File: config.mk
export PLATFORM = sky130hd
export DESIGN_NAME = image_header_size_sniffer_flat
export DESIGN_NICKNAME = d
export VERILOG_FILES = /design/src/ihss_pkg.sv /design/src/ihss_if.sv /design/src/image_header_size_sniffer.sv /design/src/ihss_decode.sv /design/src/flat_wrapper.sv
export SDC_FILE = /design/constraint.sdc
export NUM_CORES = 1
export LEC_CHECK = 0
export BUFFER_PORTS_ARGS = -buffer_cell sky130_fd_sc_hd__buf_4
export CAP_MARGIN = 30
export CELL_PAD_IN_SITES_DETAIL_PLACEMENT = 0
export CELL_PAD_IN_SITES_GLOBAL_PLACEMENT = 1
export CORE_ASPECT_RATIO = 1.75
export CORE_MARGIN = 4
export CORE_UTILIZATION = 51
export CTS_CLUSTER_SIZE = 24
export DETAILED_ROUTE_END_ITERATION = 8
export GPL_TIMING_DRIVEN = 1
export PLACE_DENSITY_LB_ADDON = 0.1
export SETUP_SLACK_MARGIN = 0.05
export SYNTH_ARGS = -nofsm -noshare
export SYNTH_HDL_FRONTEND = slang
export SYNTH_SLANG_ARGS = --single-unit
export TNS_END_PERCENT = 100
File: constraint.sdc
create_clock -name clk -period 17.3 [get_ports clk]
set_input_delay 0.865 -clock clk [delete_from_list [all_inputs] [get_ports clk]]
set_output_delay 0.865 -clock clk [all_outputs]
set_load 0.01 [all_outputs]
File: src/ihss_pkg.sv
// Package for the image header size sniffer: format codes, tags and fixed constants.
// No dependencies.
package ihss_pkg;

  typedef enum logic [1:0] {
    FMT_NONE = 2'd0,
    FMT_PNG  = 2'd1,
    FMT_JPEG = 2'd2,
    FMT_WEBP = 2'd3
  } fmt_t;

  localparam logic [31:0] TAG_PNG  = 32'h89504E47;
  localparam logic [31:0] TAG_IHDR = 32'h49484452;
  localparam logic [31:0] TAG_CGBI = 32'h43674249;
  localparam logic [15:0] TAG_SOI  = 16'hFFD8;
  localparam logic [31:0] TAG_RIFF = 32'h52494646;
  localparam logic [31:0] TAG_WEBP = 32'h57454250;
  localparam logic [31:0] TAG_VP8  = 32'h56503820;
  localparam logic [31:0] TAG_VP8L = 32'h5650384C;
  localparam logic [31:0] TAG_VP8X = 32'h56503858;
  localparam logic [7:0]  MARK_FF  = 8'hFF;
  localparam logic [7:0]  SOF_LO   = 8'hC0;
  localparam logic [7:0]  SOF_HI   = 8'hC2;
  localparam logic [13:0] MASK14   = 14'h3FFF;
  localparam logic [7:0]  VP8X_RSV = 8'hC0;
  localparam logic [7:0]  VP8X_BIT = 8'h01;

  // Result of the last file, handed from the collector to the output stage.
  typedef struct packed {
    fmt_t        fmt;
    logic [31:0] width;
    logic [31:0] height;
  } result_t;

endpackage

File: src/ihss_if.sv
// Valid/ready channel interfaces for the image header size sniffer.
// Depends on nothing.
interface ihss_in_if;
  logic       valid;
  logic       ready;
  logic [7:0] data_byte;
  logic       last_byte;
  modport source (output valid, data_byte, last_byte, input ready);
  modport sink   (input valid, data_byte, last_byte, output ready);
endinterface

interface ihss_out_if;
  logic        valid;
  logic        ready;
  logic [1:0]  image_format;
  logic [31:0] image_width;
  logic [31:0] image_height;
  modport source (output valid, image_format, image_width, image_height, input ready);
  modport sink   (input valid, image_format, image_width, image_height, output ready);
endinterface

interface ihss_cfg_if;
  logic valid;
  logic ready;
  logic data;
  modport source (output valid, data, input ready);
  modport sink   (input valid, data, output ready);
endinterface

File: src/image_header_size_sniffer.sv
// Top level of the image header size sniffer: byte capture, JPEG walk, result register.
// Depends on ihss_pkg, ihss_if and ihss_decode.
//
// Takes one byte a cycle and, on the byte marked last, delivers one result
// (format, width, height) through a result register. A spare result slot
// sits behind that register, so bytes keep flowing while one result waits;
// the input stalls only while two results wait, and its ready comes from a
// register, not from the output side. Per byte the work is a capture into
// the header bytes, a shift of the nine-byte JPEG window and one
// add-and-compare for the JPEG segment walk. The stream state returns to
// reset after each last byte; webp_enable is kept.
module image_header_size_sniffer
  import ihss_pkg::*;
#(
  parameter int HEADER_BYTES  = 40,
  parameter int POSITION_BITS = 32
) (
  input logic clk,
  input logic rst,
  ihss_in_if.sink    in_req,
  ihss_out_if.source out_res,
  ihss_cfg_if.sink   cfg
);

  localparam int HIDX = $clog2(HEADER_BYTES);
  localparam logic [POSITION_BITS-1:0] POS_MAX = '1;

  logic                     webp_enable;
  logic [POSITION_BITS-1:0] byte_position;
  logic [7:0]               header_store [HEADER_BYTES];
  logic [7:0]               jpeg_window [9];
  logic [POSITION_BITS:0]   jpeg_next_segment;
  logic                     jpeg_found;
  logic [31:0]              jpeg_size_pair;
  logic                     res_valid;
  result_t                  res_q;
  logic                     skid_valid;
  result_t                  res_s;

  // Next values after the current request
  logic                     accept;
  logic                     push;
  logic                     pop;
  logic [POSITION_BITS-1:0] pos_next;
  logic [7:0]               hdr_next [HEADER_BYTES];
  logic [7:0]               win_next [9];
  logic [POSITION_BITS:0]   seg_next;
  logic                     found_next;
  logic [31:0]              pair_next;
  logic [POSITION_BITS+1:0] seg_sum;
  result_t                  res_d;

  assign in_req.ready = !skid_valid;
  assign accept       = in_req.valid && in_req.ready;
  assign push         = accept && in_req.last_byte;
  assign pop          = res_valid && out_res.ready;
  assign cfg.ready    = 1'b1;

  always_comb begin
    for (int i = 0; i < HEADER_BYTES; i++) begin
      hdr_next[i] = header_store[i];
    end
    if (byte_position < POSITION_BITS'(HEADER_BYTES)) begin
      hdr_next[byte_position[HIDX-1:0]] = in_req.data_byte;
    end
    for (int i = 0; i < 8; i++) begin
      win_next[i] = jpeg_window[i+1];
    end
    win_next[8] = in_req.data_byte;

    pos_next   = byte_position;
    seg_next   = jpeg_next_segment;
    found_next = jpeg_found;
    pair_next  = jpeg_size_pair;
    seg_sum    = {1'b0, jpeg_next_segment} + (POSITION_BITS+2)'({win_next[2], win_next[3]})
               + (POSITION_BITS+2)'(2);
    if (byte_position != POS_MAX) begin
      pos_next = byte_position + 1'b1;
      if (!jpeg_found && {1'b0, byte_position} == jpeg_next_segment + (POSITION_BITS+1)'(8))
      begin
        if (win_next[0] == MARK_FF && win_next[1] >= SOF_LO && win_next[1] <= SOF_HI) begin
          found_next = 1'b1;
          pair_next  = {win_next[5], win_next[6], win_next[7], win_next[8]};
        end else if (seg_sum > {2'b0, POS_MAX} + (POSITION_BITS+2)'(1)) begin
          seg_next = {1'b1, {POSITION_BITS{1'b0}}};
        end else begin
          seg_next = seg_sum[POSITION_BITS:0];
        end
      end
    end
  end

  ihss_decode #(.HEADER_BYTES(HEADER_BYTES), .POSITION_BITS(POSITION_BITS)) u_dec (
    .hdr        (hdr_next),
    .size       (pos_next),
    .jpeg_found (found_next),
    .jpeg_pair  (pair_next),
    .webp_enable(webp_enable),
    .res        (res_d)
  );

  // Stream state: advance per request, clear after the last byte
  always_ff @(posedge clk) begin
    if (rst) begin
      byte_position     <= '0;
      jpeg_next_segment <= (POSITION_BITS+1)'(2);
      jpeg_found        <= 1'b0;
      jpeg_size_pair    <= '0;
    end else if (accept) begin
      if (in_req.last_byte) begin
        byte_position     <= '0;
        jpeg_next_segment <= (POSITION_BITS+1)'(2);
        jpeg_found        <= 1'b0;
        jpeg_size_pair    <= '0;
      end else begin
        byte_position     <= pos_next;
        jpeg_next_segment <= seg_next;
        jpeg_found        <= found_next;
        jpeg_size_pair    <= pair_next;
      end
    end
  end

  // Byte stores hold payload only
  always_ff @(posedge clk) begin
    if (accept) begin
      header_store <= hdr_next;
      jpeg_window  <= win_next;
    end
  end

  // Result register and spare slot: fill the spare only while the head waits
  always_ff @(posedge clk) begin
    if (rst) begin
      res_valid  <= 1'b0;
      skid_valid <= 1'b0;
    end else if (skid_valid) begin
      if (pop) begin
        skid_valid <= 1'b0;
      end
    end else if (push && res_valid && !pop) begin
      skid_valid <= 1'b1;
    end else if (push) begin
      res_valid <= 1'b1;
    end else if (pop) begin
      res_valid <= 1'b0;
    end
  end

  always_ff @(posedge clk) begin
    if (skid_valid && pop) begin
      res_q <= res_s;
    end else if (push && (!res_valid || pop)) begin
      res_q <= res_d;
    end
    if (push && res_valid && !pop) begin
      res_s <= res_d;
    end
  end

  // Configuration register
  always_ff @(posedge clk) begin
    if (rst) begin
      webp_enable <= 1'b1;
    end else if (cfg.valid && cfg.ready) begin
      webp_enable <= cfg.data;
    end
  end

  assign out_res.valid        = res_valid;
  assign out_res.image_format = res_q.fmt;
  assign out_res.image_width  = res_q.width;
  assign out_res.image_height = res_q.height;

  // No match always reports zero sizes
  a_none_zero: assert property (@(posedge clk) disable iff (rst)
    res_valid && res_q.fmt == FMT_NONE |-> res_q.width == 32'd0 && res_q.height == 32'd0)
    else $error("nonzero size without a format");

  // Stream restarts after a last byte
  a_restart: assert property (@(posedge clk) disable iff (rst)
    accept && in_req.last_byte |=> byte_position == '0 && !jpeg_found)
    else $error("stream state not cleared");

  // A waiting result is held until taken
  a_hold: assert property (@(posedge clk) disable iff (rst)
    res_valid && !out_res.ready |=> res_valid && $stable(res_q))
    else $error("result dropped");

  // The spare slot is only used behind a waiting result
  a_spare: assert property (@(posedge clk) disable iff (rst)
    skid_valid |-> res_valid)
    else $error("spare slot filled with empty head");

  // The walk never moves once a frame header is found
  a_walk: assert property (@(posedge clk) disable iff (rst)
    jpeg_found && !(accept && in_req.last_byte) |=> $stable(jpeg_next_segment))
    else $error("walk moved after find");

endmodule

File: src/ihss_decode.sv
// Header decoder: turns the captured header bytes and JPEG walk state into a result.
// Depends on ihss_pkg.
module ihss_decode
  import ihss_pkg::*;
#(
  parameter int HEADER_BYTES  = 40,
  parameter int POSITION_BITS = 32
) (
  input  logic [7:0]               hdr [HEADER_BYTES],
  input  logic [POSITION_BITS-1:0] size,
  input  logic                     jpeg_found,
  input  logic [31:0]              jpeg_pair,
  input  logic                     webp_enable,
  output result_t                  res
);

  function automatic logic [31:0] be32(input logic [7:0] a, b, c, d);
    be32 = {a, b, c, d};
  endfunction

  logic        png_ok, webp_ok, jpeg_ok;
  logic [31:0] png_w, png_h, webp_w, webp_h;
  logic [31:0] t0, t8, t12, t28, vl;
  logic [31:0] x24, x27;

  always_comb begin
    t0  = be32(hdr[0], hdr[1], hdr[2], hdr[3]);
    t8  = be32(hdr[8], hdr[9], hdr[10], hdr[11]);
    t12 = be32(hdr[12], hdr[13], hdr[14], hdr[15]);
    t28 = be32(hdr[28], hdr[29], hdr[30], hdr[31]);
    vl  = be32(hdr[24], hdr[23], hdr[22], hdr[21]);
    x24 = be32(8'h00, hdr[26], hdr[25], hdr[24]);
    x27 = be32(8'h00, hdr[29], hdr[28], hdr[27]);

    // PNG, plain or CgBI
    png_ok = 1'b0;
    png_w  = be32(hdr[16], hdr[17], hdr[18], hdr[19]);
    png_h  = be32(hdr[20], hdr[21], hdr[22], hdr[23]);
    if (size >= POSITION_BITS'(16) && t0 == TAG_PNG) begin
      if (t12 == TAG_IHDR) begin
        png_ok = size >= POSITION_BITS'(24);
      end else if (t12 == TAG_CGBI && size >= POSITION_BITS'(40) && t28 == TAG_IHDR) begin
        png_ok = 1'b1;
        png_w  = be32(hdr[32], hdr[33], hdr[34], hdr[35]);
        png_h  = be32(hdr[36], hdr[37], hdr[38], hdr[39]);
      end
    end

    // JPEG
    jpeg_ok = size >= POSITION_BITS'(2) && {hdr[0], hdr[1]} == TAG_SOI && jpeg_found;

    // WebP
    webp_ok = 1'b0;
    webp_w  = '0;
    webp_h  = '0;
    if (size >= POSITION_BITS'(16) && t0 == TAG_RIFF && t8 == TAG_WEBP) begin
      if (t12 == TAG_VP8 && size >= POSITION_BITS'(30)) begin
        webp_ok = 1'b1;
        webp_w  = {18'd0, {hdr[27][5:0], hdr[26]} & MASK14};
        webp_h  = {18'd0, {hdr[29][5:0], hdr[28]} & MASK14};
      end else if (t12 == TAG_VP8L && size >= POSITION_BITS'(25)) begin
        webp_ok = 1'b1;
        webp_w  = {18'd0, vl[13:0]} + 32'd1;
        webp_h  = {18'd0, vl[27:14]} + 32'd1;
      end else if (t12 == TAG_VP8X && size >= POSITION_BITS'(30)) begin
        if ((hdr[20] & VP8X_RSV) == 8'h00 && (hdr[20] & VP8X_BIT) == 8'h00) begin
          webp_ok = 1'b1;
          webp_w  = x24 + 32'd1;
          webp_h  = x27 + 32'd1;
        end
      end
    end

    // Pick by priority
    if (png_ok) begin
      res = '{fmt: FMT_PNG, width: png_w, height: png_h};
    end else if (jpeg_ok) begin
      res = '{fmt: FMT_JPEG, width: {16'd0, jpeg_pair[15:0]},
              height: {16'd0, jpeg_pair[31:16]}};
    end else if (webp_enable && webp_ok) begin
      res = '{fmt: FMT_WEBP, width: webp_w, height: webp_h};
    end else begin
      res = '{fmt: FMT_NONE, width: 32'd0, height: 32'd0};
    end
  end

endmodule

File: src/flat_wrapper.sv
// flat-port wrapper written by rule: the top's interface ports become plain ports
module image_header_size_sniffer_flat import ihss_pkg::*;
#(
  parameter int HEADER_BYTES  = 40,
  parameter int POSITION_BITS = 32
)
  (clk, rst, in_req_valid, in_req_data_byte, in_req_last_byte, in_req_ready, out_res_valid, out_res_image_format, out_res_image_width, out_res_image_height, out_res_ready, cfg_valid, cfg_data, cfg_ready);
  ihss_in_if in_req_i ();
  ihss_out_if out_res_i ();
  ihss_cfg_if cfg_i ();
  input logic clk;
  input logic rst;
  input wire logic [$bits(in_req_i.valid)-1:0] in_req_valid;
  input wire logic [$bits(in_req_i.data_byte)-1:0] in_req_data_byte;
  input wire logic [$bits(in_req_i.last_byte)-1:0] in_req_last_byte;
  output wire logic [$bits(in_req_i.ready)-1:0] in_req_ready;
  output wire logic [$bits(out_res_i.valid)-1:0] out_res_valid;
  output wire logic [$bits(out_res_i.image_format)-1:0] out_res_image_format;
  output wire logic [$bits(out_res_i.image_width)-1:0] out_res_image_width;
  output wire logic [$bits(out_res_i.image_height)-1:0] out_res_image_height;
  input wire logic [$bits(out_res_i.ready)-1:0] out_res_ready;
  input wire logic [$bits(cfg_i.valid)-1:0] cfg_valid;
  input wire logic [$bits(cfg_i.data)-1:0] cfg_data;
  output wire logic [$bits(cfg_i.ready)-1:0] cfg_ready;
  assign in_req_i.valid = in_req_valid;
  assign in_req_i.data_byte = in_req_data_byte;
  assign in_req_i.last_byte = in_req_last_byte;
  assign in_req_ready = in_req_i.ready;
  assign out_res_valid = out_res_i.valid;
  assign out_res_image_format = out_res_i.image_format;
  assign out_res_image_width = out_res_i.image_width;
  assign out_res_image_height = out_res_i.image_height;
  assign out_res_i.ready = out_res_ready;
  assign cfg_i.valid = cfg_valid;
  assign cfg_i.data = cfg_data;
  assign cfg_ready = cfg_i.ready;
  image_header_size_sniffer #(.HEADER_BYTES(HEADER_BYTES), .POSITION_BITS(POSITION_BITS)) u_core (.clk(clk), .rst(rst), .in_req(in_req_i), .out_res(out_res_i), .cfg(cfg_i));
endmodule
==> impl_results.md <==
* Core Area at 65200 sq um
* Max Freq at 157 MHz
* DRC errors left at 0
* Post-Synth Simple-Gate Area at 17.2%
* Cell Pwr Density at 81.1 nW/um^2
* Crit path max-delay family: simple AND/OR/NAND/NOR gates
* Synth area leaders: edfxtp_1 (43%), mux2_2 (6.8%), dfxtp_1 (6.0%)
* Crit start category: flip-flop
* Post-CTS Resized at 0
* IO Count at 84
* Setup Viol. Count Final at 0
* Cell Area, Synth at 33500 sq um
* Via count at 26.1k
* Hold WS at 0.423 ns
* Cells after DPL at 3873
* Area Growth Syn to Fin at 9.37%
* CP max FO at 39
* Fin. Hold Viols at 0
* Yosys reg bits at 585
* Worst path bufs/invs at 2
* Outcome: complete, no violations
* Max-cap violations at 0
* Post-DP HPWL at 78800 um
* Top_reg_cell synth: edfxtp_1
* Share of layout cells above drive strength 1 at 17.1%
* Synth Area in XOR/XNOR at 3.43%
* Worst Hold Class: reg2reg
* Final min period at 6.39 ns
* Root Buffer: clkbuf_16
* Final cell count without fillers at 3979
* Slew of the pin with the lowest slew margin at 1.07 ns
* # diodes at 0
* CTS H-tree lvls at 2
* Postcts setup bufs at 0
* EDFF count, synth at 484
* Grt ovf at 0
* DR iter-0 viols at 2296
* RSZ-0062 raised after global routing: false
* Die width at 202 um
* Vias in the first global route at 25.9k
* DR pass1 iterations at 6
* Post-synthesis mux area share at 11.2%
* Gr usage total at 31.1%
* Post-layout nets at 3168
* VDD IR max at 0.0896 mV
* Fillers at 5716
* Period utilization at 36.9%
* Final Skew at 0.0282 ns
* Compound-gate portion of the synthesized area at 12.8%
* Clk_lat worst skew at 0.64 ns
* Hold_buf cts at 0
* Final WL at 112000 um
* Slowest cell delay on critical path at 0.97 ns
* Setup crit end kind: flip-flop
* Final max-slew violation count at 0
* Post-synth cell types at 97
* Mean Syn Cell Area at 10.6 sq um
* Worst setup path class: reg2reg
* Routed WL per cell at 28.2 um
* Multi-input gate area at 15500 sq um
* Via density at 6.56
* Leakage at 11.9 nW
* TritonCTS Buffers at 56
* Area share of the largest cell type after synthesis at 43.4%
* Crit path DAT at 6.86 ns
* Async set-or-reset flop fraction in the synthesized netlist at 0%
* Slew margin rel. at 28.4%
* TritonCTS Sinks at 585
* Largest net degree at the start of global routing at 158
* Initial antenna violation count at 0
* Seq. cell area at 16600 sq um
* Crit-path cells: nor4_2 > nand4_4 > nor4_4 > mux2i_1 > inv_1 > or4_1 > a211o_1 > nor4b_4 > nand2_4 > nor2_4 > buf_4 > a22oi_1 > a31oi_1
* Port-buffer cells at 82
* Area leader, netlist: edfxtp_1
* Setup TNS at 0 ns
* Largest family of logic cells by synthesized area: simple AND/OR/NAND/NOR gates
* Sequential area share after synthesis at 49.5%
* Initial Utilization at 51.4%
* Die ar. at 69900 sq um
* Antenna viol nets, final at 0
* Rows at 124
* Crit path max-delay cell type: nor4_4
* Clock slew at reported path FFs at 0.07 ns
* Crit path required time at 17.77 ns
* Synth Instances at 3146
* Synth Area in Adders at 1.48%
* Synth warnings at 0
* First-pass GRT wire length at 167000 um
* Post-Syn Nets at 3200
* Die Height at 347 um
* Max clock buf depth at 3
* Placer Congestion at 1.02
* CTS tree: done
==> layer usage <==
metal	global-route usage (%)	vias to the layer above	share of wire [%]
met2	55.7	1010	51
met3	3.48	301	4.9
met5	0	-	0
met4	17.8	0	6.9
met1	35.9	13011	37
li1	-	11765	-
==> registers in the layout (all words and copies together), names as in the netlist <==
signal	count
u_core.webp_enable	1
u_core.out_res.valid	1
u_core.skid_valid	1
u_core.out_res.image_width	32
u_core.byte_position	32
u_core.out_res.image_format	2
u_core.res_s	66
u_core.jpeg_next_segment	33
u_core.header_store	288
u_core.jpeg_size_pair	32
u_core.jpeg_window	64
u_core.out_res.image_height	32
u_core.jpeg_found	1
==> cell usage in the layout (no fill, tap or decap), types with 57 or more instances in the layout <==
cell and n:
a21oi_1 111, nand2_1 224, edfxtp_1 484, buf_4 145, inv_1 122, mux2_2 203
nor2_1 271, nand3_1 117, clkbuf_16 57, xnor2_1 97, o21ai_0 100, a22oi_1 59
dfxtp_1 101, nor3_1 80, mux2i_1 147, nand4_1 57
==> synthesized netlist by cell type (54+ instances only) <==
master	count
mux2_2	203
mux2i_1	147
o21ai_0	100
a21oi_1	112
a22oi_1	59
nor3_1	81
xnor2_1	97
nand4_1	57
nand2_1	224
buf_2	54
edfxtp_1	484
clkbuf_1	172
a31oi_1	55
nor2_1	272
nand3_1	118
dfxtp_1	101
inv_1	123
==> report_power, final <==
part,internal (mW),switching [mW]
Clock,0.675,0.581
Sequential,1.55,0.0153
Combinational,0.0385,0.107
==> area by class of cell <==
cell class                      instances  share of cell area [%]
Clock buffer                           75                    4.19
Timing Repair Buffer                  150                    3.27
Sequential cell                       585                    45.2
Inverter                              124                    1.30
Clock inverter                         29                   0.752
Tap cell                              819                    2.80
Multi-Input combinational cell       2197                    42.5
==> stage by stage <==
step	area, sq um	setup WS, ns	util, %	power, mW
floorplan	33500	1.64	-	1.69
global placement	34700	11.15	53.2	1.74
detailed placement	34800	11.03	53.3	1.74
CTS	36600	10.97	56.1	2.98
global route	36600	10.50	56.2	3.05
finish	36600	10.92	56.2	2.97
==> worst paths after layout <==
path	start	end	slack, ns	cells past startpoint
hold reg to reg	u_core.jpeg_window[24]	u_core.jpeg_window[32]	0.42	0
hold / removal	u_core.jpeg_window[24]	u_core.jpeg_window[32]	0.42	0
setup reg to reg	u_core.byte_position[8]	u_core.out_res.image_height[17]	10.92	13
setup / recovery	u_core.byte_position[8]	u_core.out_res.image_height[17]	10.92	13
==> cells by family (layout without fill, tap and decap cells) <==
kind of cell,after synthesis,in the layout
AND/OR/NAND/NOR,1073,1073
AO/OA/AOI/OAI,603,603
flip-flops,585,585
buffers and inverters,364,378
multiplexers,350,350
XOR/XNOR,131,131
adder cells (fa/ha/maj),39,39
other,1,1
(Power assumes the default switching activity.)
